### config.mk
export PLATFORM = sky130hd
export DESIGN_NAME = rtu_frame_crc_checker_unit
export DESIGN_NICKNAME = d
export VERILOG_FILES = /design/src/rfcc_pkg.sv /design/src/rtu_frame_crc_checker_unit.sv
export VERILOG_INCLUDE_DIRS = /design/src /design/src/src
export SDC_FILE = /design/constraint.sdc
export NUM_CORES = 1
export LEC_CHECK = 0
export BUFFER_PORTS_ARGS = -buffer_cell sky130_fd_sc_hd__clkbuf_2
export CAP_MARGIN = 15
export CORE_MARGIN = 2
export CORE_UTILIZATION = 29
export DETAILED_ROUTE_END_ITERATION = 8
export MAX_ROUTING_LAYER = met4
export PLACE_DENSITY_LB_ADDON = 0.05
export SLEW_MARGIN = 40
export SYNTH_ARGS = -nofsm -noshare
export SYNTH_HDL_FRONTEND = slang
export SYNTH_SLANG_ARGS = --single-unit
### constraint.sdc
create_clock -name clk -period 11.13 [get_ports clk]
set_clock_uncertainty 0.15 [all_clocks]
set_input_delay 0.5565 -clock clk [delete_from_list [all_inputs] [get_ports clk]]
set_output_delay 0.5565 -clock clk [all_outputs]
set_load 0.02 [all_outputs]
### src/rtu_frame_crc_checker_unit_defines.svh
// assertion macros for the frame crc checker
// no dependencies; included by the top level
`ifndef RTU_FRAME_CRC_CHECKER_UNIT_DEFINES_SVH
`define RTU_FRAME_CRC_CHECKER_UNIT_DEFINES_SVH

// same-cycle implication, sampled on clk, off during reset
`define RFCC_ASSERT_NOW(label, ante, cons, msg) \
	label: assert property (@(posedge clk) disable iff (!arst_n) (ante) |-> (cons)) \
		else $error(msg);

// next-cycle implication, sampled on clk, off during reset
`define RFCC_ASSERT_NEXT(label, ante, cons, msg) \
	label: assert property (@(posedge clk) disable iff (!arst_n) (ante) |=> (cons)) \
		else $error(msg);

`endif

### src/rfcc_pkg.sv
// constants, status codes and crc step function for the frame crc checker
// no dependencies
package rfcc_pkg;

	localparam int unsigned MAX_FRAME_BYTES = 256;
	localparam int unsigned CFG_W = 9;
	localparam int unsigned LEN_W = 9;
	localparam int unsigned COUNT_W = $clog2(MAX_FRAME_BYTES + 2);
	localparam int unsigned CMP_W = (COUNT_W > CFG_W) ? COUNT_W : CFG_W;
	localparam int unsigned CFG_IDX_W = 1;
	localparam int unsigned IN_DATA_W = 8;
	localparam int unsigned OUT_DATA_W = 32;

	localparam logic [15:0] CRC_PRESET = 16'hFFFF;
	localparam logic [15:0] CRC_POLY = 16'hA001;

	localparam logic [CFG_W-1:0] MIN_LEN_RESET = CFG_W'(4);
	localparam logic [CFG_W-1:0] MAX_LEN_RESET = CFG_W'(256);

	localparam logic [CFG_IDX_W-1:0] REG_MIN_LEN = 1'b0;
	localparam logic [CFG_IDX_W-1:0] REG_MAX_LEN = 1'b1;

	localparam logic [1:0] ST_VALID = 2'd0;
	localparam logic [1:0] ST_SHORT = 2'd1;
	localparam logic [1:0] ST_LONG = 2'd2;
	localparam logic [1:0] ST_CRC_BAD = 2'd3;

	// one byte through the reflected crc-16, lsb first
	function automatic logic [15:0] crc_feed(input logic [15:0] crc, input logic [7:0] b);
		logic [15:0] c;
		c = crc ^ {8'h00, b};
		for (int i = 0; i < 8; i++) begin
			if (c[0]) begin
				c = (c >> 1) ^ CRC_POLY;
			end else begin
				c = c >> 1;
			end
		end
		return c;
	endfunction

endpackage

### src/rtu_frame_crc_checker_unit.sv
// a byte is held in the input register; a frame's result is then held in the result register
// throughput: one byte per cycle; the crc byte step is combinational xor logic
// the stream stalls only while a finished result waits and the next byte ends a frame
// reset clears frame state (crc preset, count zero) and loads the default lengths;
// no clearing pass, the block takes bytes right after reset
//
// frame crc checker top level: input register, crc/length update, result register
// depends on rfcc_pkg and rtu_frame_crc_checker_unit_defines.svh
`include "rtu_frame_crc_checker_unit_defines.svh"

module rtu_frame_crc_checker_unit (
	input  logic                               clk,
	input  logic                               arst_n,
	// config write port
	input  logic                               cfg_wen,
	input  logic [rfcc_pkg::CFG_IDX_W-1:0]     cfg_index,
	input  logic [rfcc_pkg::CFG_W-1:0]         cfg_data,
	// byte input
	input  logic                               s_tvalid,
	output logic                               s_tready,
	input  logic [rfcc_pkg::IN_DATA_W-1:0]     s_tdata,   // [7:0] data_byte
	input  logic                               s_tlast,   // end_of_frame
	// result output
	output logic                               m_tvalid,
	input  logic                               m_tready,
	// [1:0] frame_status, [10:2] frame_length, [26:11] computed_crc, rest zero
	output logic [rfcc_pkg::OUT_DATA_W-1:0]    m_tdata
);

	localparam int unsigned CW = rfcc_pkg::COUNT_W;
	localparam int unsigned MW = rfcc_pkg::CMP_W;
	localparam logic [CW-1:0] COUNT_SAT = CW'(rfcc_pkg::MAX_FRAME_BYTES + 1);
	localparam logic [MW-1:0] MAX_CAP = MW'(rfcc_pkg::MAX_FRAME_BYTES);

	// config registers
	logic [rfcc_pkg::CFG_W-1:0] min_len_q;
	logic [rfcc_pkg::CFG_W-1:0] max_len_q;

	// input register
	logic       valid_s1;
	logic [7:0] byte_s1;
	logic       eof_s1;

	// frame state
	logic [15:0]   crc_q;
	logic [7:0]    held0_q;
	logic [7:0]    held1_q;
	logic [CW-1:0] count_q;

	// result register
	logic                          out_valid_q;
	logic [1:0]                    out_status_q;
	logic [rfcc_pkg::LEN_W-1:0]    out_length_q;
	logic [15:0]                   out_crc_q;

	logic          adv;
	logic [15:0]   crc_n;
	logic [CW-1:0] count_n;
	logic [MW-1:0] count_ext;
	logic [MW-1:0] min_ext;
	logic [MW-1:0] max_ext;
	logic [MW-1:0] eff_min;
	logic [MW-1:0] eff_max;
	logic [1:0]    status_n;

	// a frame-ending word needs the result slot free
	assign adv = valid_s1 && (!eof_s1 || !out_valid_q || m_tready);
	assign s_tready = !valid_s1 || adv;

	always_ff @(posedge clk or negedge arst_n) begin
		if (!arst_n) begin
			min_len_q <= rfcc_pkg::MIN_LEN_RESET;
			max_len_q <= rfcc_pkg::MAX_LEN_RESET;
		end else if (cfg_wen) begin
			unique case (cfg_index)
				rfcc_pkg::REG_MIN_LEN: min_len_q <= cfg_data;
				rfcc_pkg::REG_MAX_LEN: max_len_q <= cfg_data;
				default: ;
			endcase
		end
	end

	always_ff @(posedge clk or negedge arst_n) begin
		if (!arst_n) begin
			valid_s1 <= 1'b0;
		end else if (s_tready) begin
			valid_s1 <= s_tvalid;
		end
	end

	always_ff @(posedge clk) begin
		if (s_tready && s_tvalid) begin
			byte_s1 <= s_tdata[7:0];
			eof_s1 <= s_tlast;
		end
	end

	// crc covers a byte once two newer bytes have arrived
	always_comb begin
		crc_n = (count_q >= CW'(2)) ? rfcc_pkg::crc_feed(crc_q, held0_q) : crc_q;
		count_n = (count_q < COUNT_SAT) ? count_q + CW'(1) : count_q;
		count_ext = MW'(count_n);
		min_ext = MW'(min_len_q);
		max_ext = MW'(max_len_q);
		eff_min = (min_ext < MW'(2)) ? MW'(2) : min_ext;
		eff_max = (max_ext > MAX_CAP) ? MAX_CAP : max_ext;
		priority if (count_ext < eff_min) begin
			status_n = rfcc_pkg::ST_SHORT;
		end else if (count_ext > eff_max) begin
			status_n = rfcc_pkg::ST_LONG;
		end else if (held1_q == crc_n[7:0] && byte_s1 == crc_n[15:8]) begin
			status_n = rfcc_pkg::ST_VALID;
		end else begin
			status_n = rfcc_pkg::ST_CRC_BAD;
		end
	end

	always_ff @(posedge clk or negedge arst_n) begin
		if (!arst_n) begin
			crc_q <= rfcc_pkg::CRC_PRESET;
			held0_q <= 8'h00;
			held1_q <= 8'h00;
			count_q <= '0;
		end else if (adv) begin
			if (eof_s1) begin
				crc_q <= rfcc_pkg::CRC_PRESET;
				held0_q <= 8'h00;
				held1_q <= 8'h00;
				count_q <= '0;
			end else begin
				crc_q <= crc_n;
				held0_q <= held1_q;
				held1_q <= byte_s1;
				count_q <= count_n;
			end
		end
	end

	always_ff @(posedge clk or negedge arst_n) begin
		if (!arst_n) begin
			out_valid_q <= 1'b0;
		end else if (adv && eof_s1) begin
			out_valid_q <= 1'b1;
		end else if (m_tready) begin
			out_valid_q <= 1'b0;
		end
	end

	always_ff @(posedge clk) begin
		if (adv && eof_s1) begin
			out_status_q <= status_n;
			out_length_q <= count_ext[rfcc_pkg::LEN_W-1:0];
			out_crc_q <= crc_n;
		end
	end

	assign m_tvalid = out_valid_q;
	assign m_tdata = {(rfcc_pkg::OUT_DATA_W - 27)'(0), out_crc_q, out_length_q, out_status_q};

	`RFCC_ASSERT_NEXT(a_clear_after_eof, adv && eof_s1,
		count_q == '0 && crc_q == rfcc_pkg::CRC_PRESET, "frame state not cleared after frame end")
	`RFCC_ASSERT_NEXT(a_count_step, adv && !eof_s1 && count_q < COUNT_SAT,
		count_q == $past(count_q) + CW'(1), "byte count did not advance")
	`RFCC_ASSERT_NOW(a_valid_len, out_valid_q && out_status_q == rfcc_pkg::ST_VALID,
		out_length_q >= rfcc_pkg::LEN_W'(2), "valid status on frame under two bytes")

endmodule

# Yosys cells after proc, flatten, opt, wreduce, memory -nomap -nowiden
# Index checks and enable logic that the tools add are counted.
# op_classes
add_sub_neg	1
magnitude_cmp	6
n_eq_ne	2
muxes	20
n_bitwise	10
n_reduce_logical	13
# ops
operator	count
16-bit two-way mux	10
9-bit two-way mux	4
2-bit inverter with 3-bit output	8
8-bit equality test	2
8-bit two-way mux	2
16-bit by 8-bit XOR with 16-bit output	1
9-bit by 1-bit adder with 9-bit output (second input constant)	1
9-bit by 2-bit greater-or-equal comparator with 1-bit output (second input constant)	1
9-bit greater-than comparator	1
9-bit greater-than comparator (second input constant)	1
9-bit by 2-bit less-than comparator with 1-bit output (second input constant)	1
9-bit less-than comparator	1
9-bit less-than comparator (second input constant)	1
1-bit logical AND	4
2-bit two-way mux	2
2-bit AND reduction	2
1-bit logical NOT	3
1-bit logical OR	3
1-bit two-way mux	2
2-bit nonzero test	1
1-bit inverter	1
# word_totals
reg_bits	97
in_bits	24
output_inout_bits	34
elab_cells	65

# Logic depth before layout (Yosys ltp)
# depth
depth_word	22
ltp_mapped	13
ltp_nobuf	12

# Worst setup path after synthesis
# Ideal clock, no wire load.
# synth_path
kind	register to register
startpoint	reg count_q[3]
endpoint	reg out_status_q[1] (data pin)
setup_ns	0.259
t_arrival_ns	3.117
t_required_ns	10.721
slack_ns	7.604
path_stages_with_launch	14
path_buffers	1
synth_period_minus_slack_ns	3.526
cell_sequence	dfrtp_1 > or4_1 > buf_2 > o31ai_1 > nor2_1 > a21oi_1 > ha_1 > nor2b_1 > o21a_1 > o21a_1 > o21a_1 > o21ai_0 > a211oi_1 > o31a_1
# synth_between
elab_cells_between_ends	12
cone_classes	1 x add/sub; 4 x order compare; 2 x eq/ne; 4 x mux; 1 x reduce/logical
# synth_rtl
item	line_no	rtl
start, declared	rtu_frame_crc_checker_unit.sv:48	logic [CW-1:0] count_q;
start signal, assigned	rtu_frame_crc_checker_unit.sv:134	count_q <= count_n;
9-bit less-than comparator *	rtu_frame_crc_checker_unit.sv:101	count_n = (count_q < COUNT_SAT) ? count_q + CW'(1) : count_q;
9-bit two-way mux *	rtu_frame_crc_checker_unit.sv:101	
via count_ext[1]	rtu_frame_crc_checker_unit.sv:59	logic [MW-1:0] count_ext;
9-bit greater-than comparator	rtu_frame_crc_checker_unit.sv:109	end else if (count_ext > eff_max) begin
2-bit two-way mux	rtu_frame_crc_checker_unit.sv:109	
end signal, assigned	rtu_frame_crc_checker_unit.sv:151	out_status_q <= status_n;
end, declared	rtu_frame_crc_checker_unit.sv:52	logic [1:0] out_status_q;
# Mark *: on every way through the listed nets, which the timed path passes. The rest lies on a longest branch.
# A chain may end at the register's enable or synchronous reset.

# Worst setup path in the final report
# layout_path
startpoint	reg count_q[4]
endpoint	reg out_status_q[1] (data pin)
# The elaborated chain is that of the path after synthesis.

==> flow_metrics.py <==
metrics = {
    "placement": {
        "placed_area_mm2": 0.005524,
        "dpl.hpwl_um": 9752,
        "gp_congestion": 0.7681,
        "dp_slack_ns": 7.115,
        "port-buffer-count": 52,
    },
    "power": {
        "p_per_area_mw_per_mm2": 233.6,
        "switching_share_pct": 36.87,
        "clockPowerShare_pct": 24.1,
        "p_switching_mw": 0.5020,
        "p_total_mw": 1.362,
        "leakagePower_nw": 2.534,
        "p_int_mw": 0.8597,
        "ir_worst_vdd_uv": 79.04,
        "p_comb_share_pct": 37.9,
        "power_frac_seq_pct": 38.0,
    },
    "clocking": {
        "insertion_delay_ns": 0.36,
        "max-clock-path-buffers": 2,
        "cts_resized": 0,
        "postCtsSetupRepairBufs": 0,
        "cts_max_level": 3,
        "clkTransAtPathRegs_ns": 0.07,
        "cts_buffers": 9,
        "cts_hold_buf": 0,
        "clock_sinks": 97,
        "cts_root_buf": "clkbuf_16",
        "cts_tree": "built",
    },
    "detailed_routing": {
        "drt-wirelength-per-cell_um": 18.30,
        "drtAntennaViolNets": 0,
        "vias_per_cell": 4.829,
        "num_vias": 3540,
        "first_iter_violations": 174,
        "drt_pass1_iterations": 4,
        "drc": 0,
        "wl_um": 13410,
    },
    "finish": {
        "area_delta_synth_final_pct": 16.30,
        "antennaDiodeCount": 0,
        "final_nets": 545,
        "final_common_cell": "nand2_1",
        "fin_area_mm2": 0.005829,
        "layout-drive-gt1-share_pct": 22.64,
        "final_cell_mix": "nand2_1, clkbuf_2, dfrtp_1",
    },
    "sta": {
        "fmax_mhz": 245.9,
        "maxSlewViolCount": 0,
        "fin_setup_tns_ns": 0,
        "fin_crit_ns": 4.066,
        "final_hold_viol_count": 0,
        "rsz0062_at_grt": "no",
        "layout_setup_ws_ns": 7.064,
        "tightest_slew_ns": 0.8085,
        "max_slew_margin_pct": 46.10,
        "setup_viol": 0,
        "min_period_over_period_pct": 36.53,
    },
    "synthesis": {
        "syn_inst": 453,
        "muxShareOfSynthArea_pct": 4.044,
        "synth_top_family_by_area": "simple AND/OR/NAND/NOR gates",
        "synth_xor_area_share_pct": 7.589,
        "synth-adder-area-share_pct": 4.493,
        "postSynth.asyncResetShare_pct": 62.89,
        "synth_edf_count": 36,
        "synth_compound_area_share_pct": 11.01,
        "ys.flop_type": "dfrtp_1",
        "ys_ff_latch": 97,
        "syn-cell-area_mm2": 0.005012,
        "seq_area_frac_synth_pct": 52.47,
        "synthDistinctLibCells": 61,
        "synth-simple-area-share_pct": 17.00,
        "syn_avg_cell_area_um2": 11.06,
        "yosys_warnings": 0,
    },
    "floorplanning": {
        "die_height_um": 135.5,
        "start_util_pct": 29.28,
        "die_area_mm2": 0.01835,
        "pin_count": 58,
        "coreArea_mm2": 0.01712,
        "rows": 48,
        "die_w_um": 135.5,
    },
    "critical_path": {
        "crit_path_max_incr_delay_ns": 0.72,
        "path_delay_family": "compound AO/OA/AOI/OAI gates",
        "arrival_ns": 4.03,
        "worst-setup-path-type": "flip-flop to flip-flop",
        "startpoint": "count_q[4]",
        "r2r_start": "count_q[4]",
        "start_kind": "flip-flop",
        "crit_buf_inv": 0,
        "cp_cell_sequence": "or4_1, o31ai_1, nor2_1, a21oi_1, ha_1, nor2b_1, o21a_1, o21a_1, o21a_1, o21ai_0, a211oi_1, o31a_1",
        "cp_common_cell": "o21a_1",
        "crit_fanout": 10,
        "end_kind": "flip-flop",
        "slowest_stage": "or4_1",
        "cp.required_ns": 11.09,
    },
    "min_path": {
        "hold_path_class": "input pin to asynchronous set/reset pin",
    },
    "grt": {
        "grt_pass1_vias": 3595,
        "overflow": 0,
        "grt_pass1_wl_um": 21220,
        "grt_start_max_net_pins": 62,
        "grt_usage_pct": 16.15,
        "antenna_found_initial": 0,
    },
    "flow_run": {
        "drv_cap": 0,
    },
    "status": {
        "status": "completed",
    },
}
layer usage:
metal	up-vias	part of all wire, %	track usage, %
li1	1712	-	-
met5	-	0	-
met1	1756	48	21.64
met4	0	1.5	4.803
met3	14	3.4	3.255
met2	58	47	24.87
power groups by stage:
| stage | Combinational [mW] | Sequential (mW) | Clock (mW) |
|---|---|---|---|
| 3_5_place_dp | 0.518 | 0.526 | 0 |
| 6_report | 0.516 | 0.517 | 0.328 |
| 4_1_cts | 0.522 | 0.519 | 0.339 |
| 3_3_place_gp | 0.514 | 0.527 | 0 |
| 5_1_grt | 0.568 | 0.527 | 0.354 |
| 2_1_floorplan | 0.371 | 0.527 | 0 |
synth_stat cells (all sizes together), types with 14 or more instances:
library cell | instances | area (um^2)
clkbuf | 15 | 56.30
xnor2 | 18 | 157.7
nor2 | 14 | 52.55
dfrtp | 43 | 1076
nand3b | 16 | 120.1
xor2 | 15 | 131.4
ha | 18 | 225.2
dfstp | 18 | 473.0
edfxtp | 36 | 1081
a21oi | 18 | 90.09
nand2 | 71 | 266.5
o21ai | 20 | 100.1
inv | 16 | 60.06
worst paths after layout:
check,to,slack (ns),depth (start not counted)
min reg2reg,held0_q[3],0.34,2
min in group clk,eof_s1,0.22,1
max in group asynchronous,count_q[0],10.25,2
max,out_status_q[1],7.06,12
max reg2reg,out_status_q[1],7.06,12
min,valid_s1,0.12,2
registers in the layout, summed over array words and instances, names as in the netlist:
signal	cells
eof_s1	1
crc_q	16
out_crc_q	16
out_length_q	9
byte_s1	8
m_tvalid	1
out_status_q	2
max_ext	9
min_ext	9
valid_s1	1
held0_q	8
held1_q	8
count_q	9
cells by family after synthesis:
group                      count (synthesis)
and+or+nand+nor                          161
DFF                                       97
AOI/OAI and AO/OA                         82
buffers and inverters                     39
xor gates and xnor gates                  37
adders and majority gates                 18
muxes                                     18
other                                      1
area by class of cell:
| cell class | instances | area, um^2 |
|---|---|---|
| tap | 225 | 281.5 |
| timing repair buffer | 57 | 312.8 |
| clock inverter | 7 | 78.83 |
| inverter | 17 | 63.81 |
| multi-input combinational | 321 | 2236 |
| sequential | 97 | 2631 |
| fill | 1765 | 11290 |
| clock buffer | 9 | 225.2 |
per-stage QoR:
stage | hold slack (ns) | util, % | cells
3_5_place_dp | 0.3267 | 32.27 | 717
4_1_cts | 0.1613 | 34.05 | 733
3_3_place_gp | 0.3216 | 32.07 | 715
5_1_grt | 0.1800 | 34.06 | 733
6_report | 0.1249 | 34.06 | 733
2_1_floorplan | 0.1109 | - | 457
worst register-to-register path, stage by stage (launching register included):
cell      delay, ns
dfrtp_1        0.48
or4_1          0.72
o31ai_1        0.44
nor2_1         0.08
a21oi_1        0.38
ha_1           0.33
nor2b_1        0.14
o21a_1         0.16
o21a_1         0.16
o21a_1         0.15
o21ai_0        0.17
a211oi_1       0.14
o31a_1         0.32
Note: power is estimated with default switching activity, not from simulation.
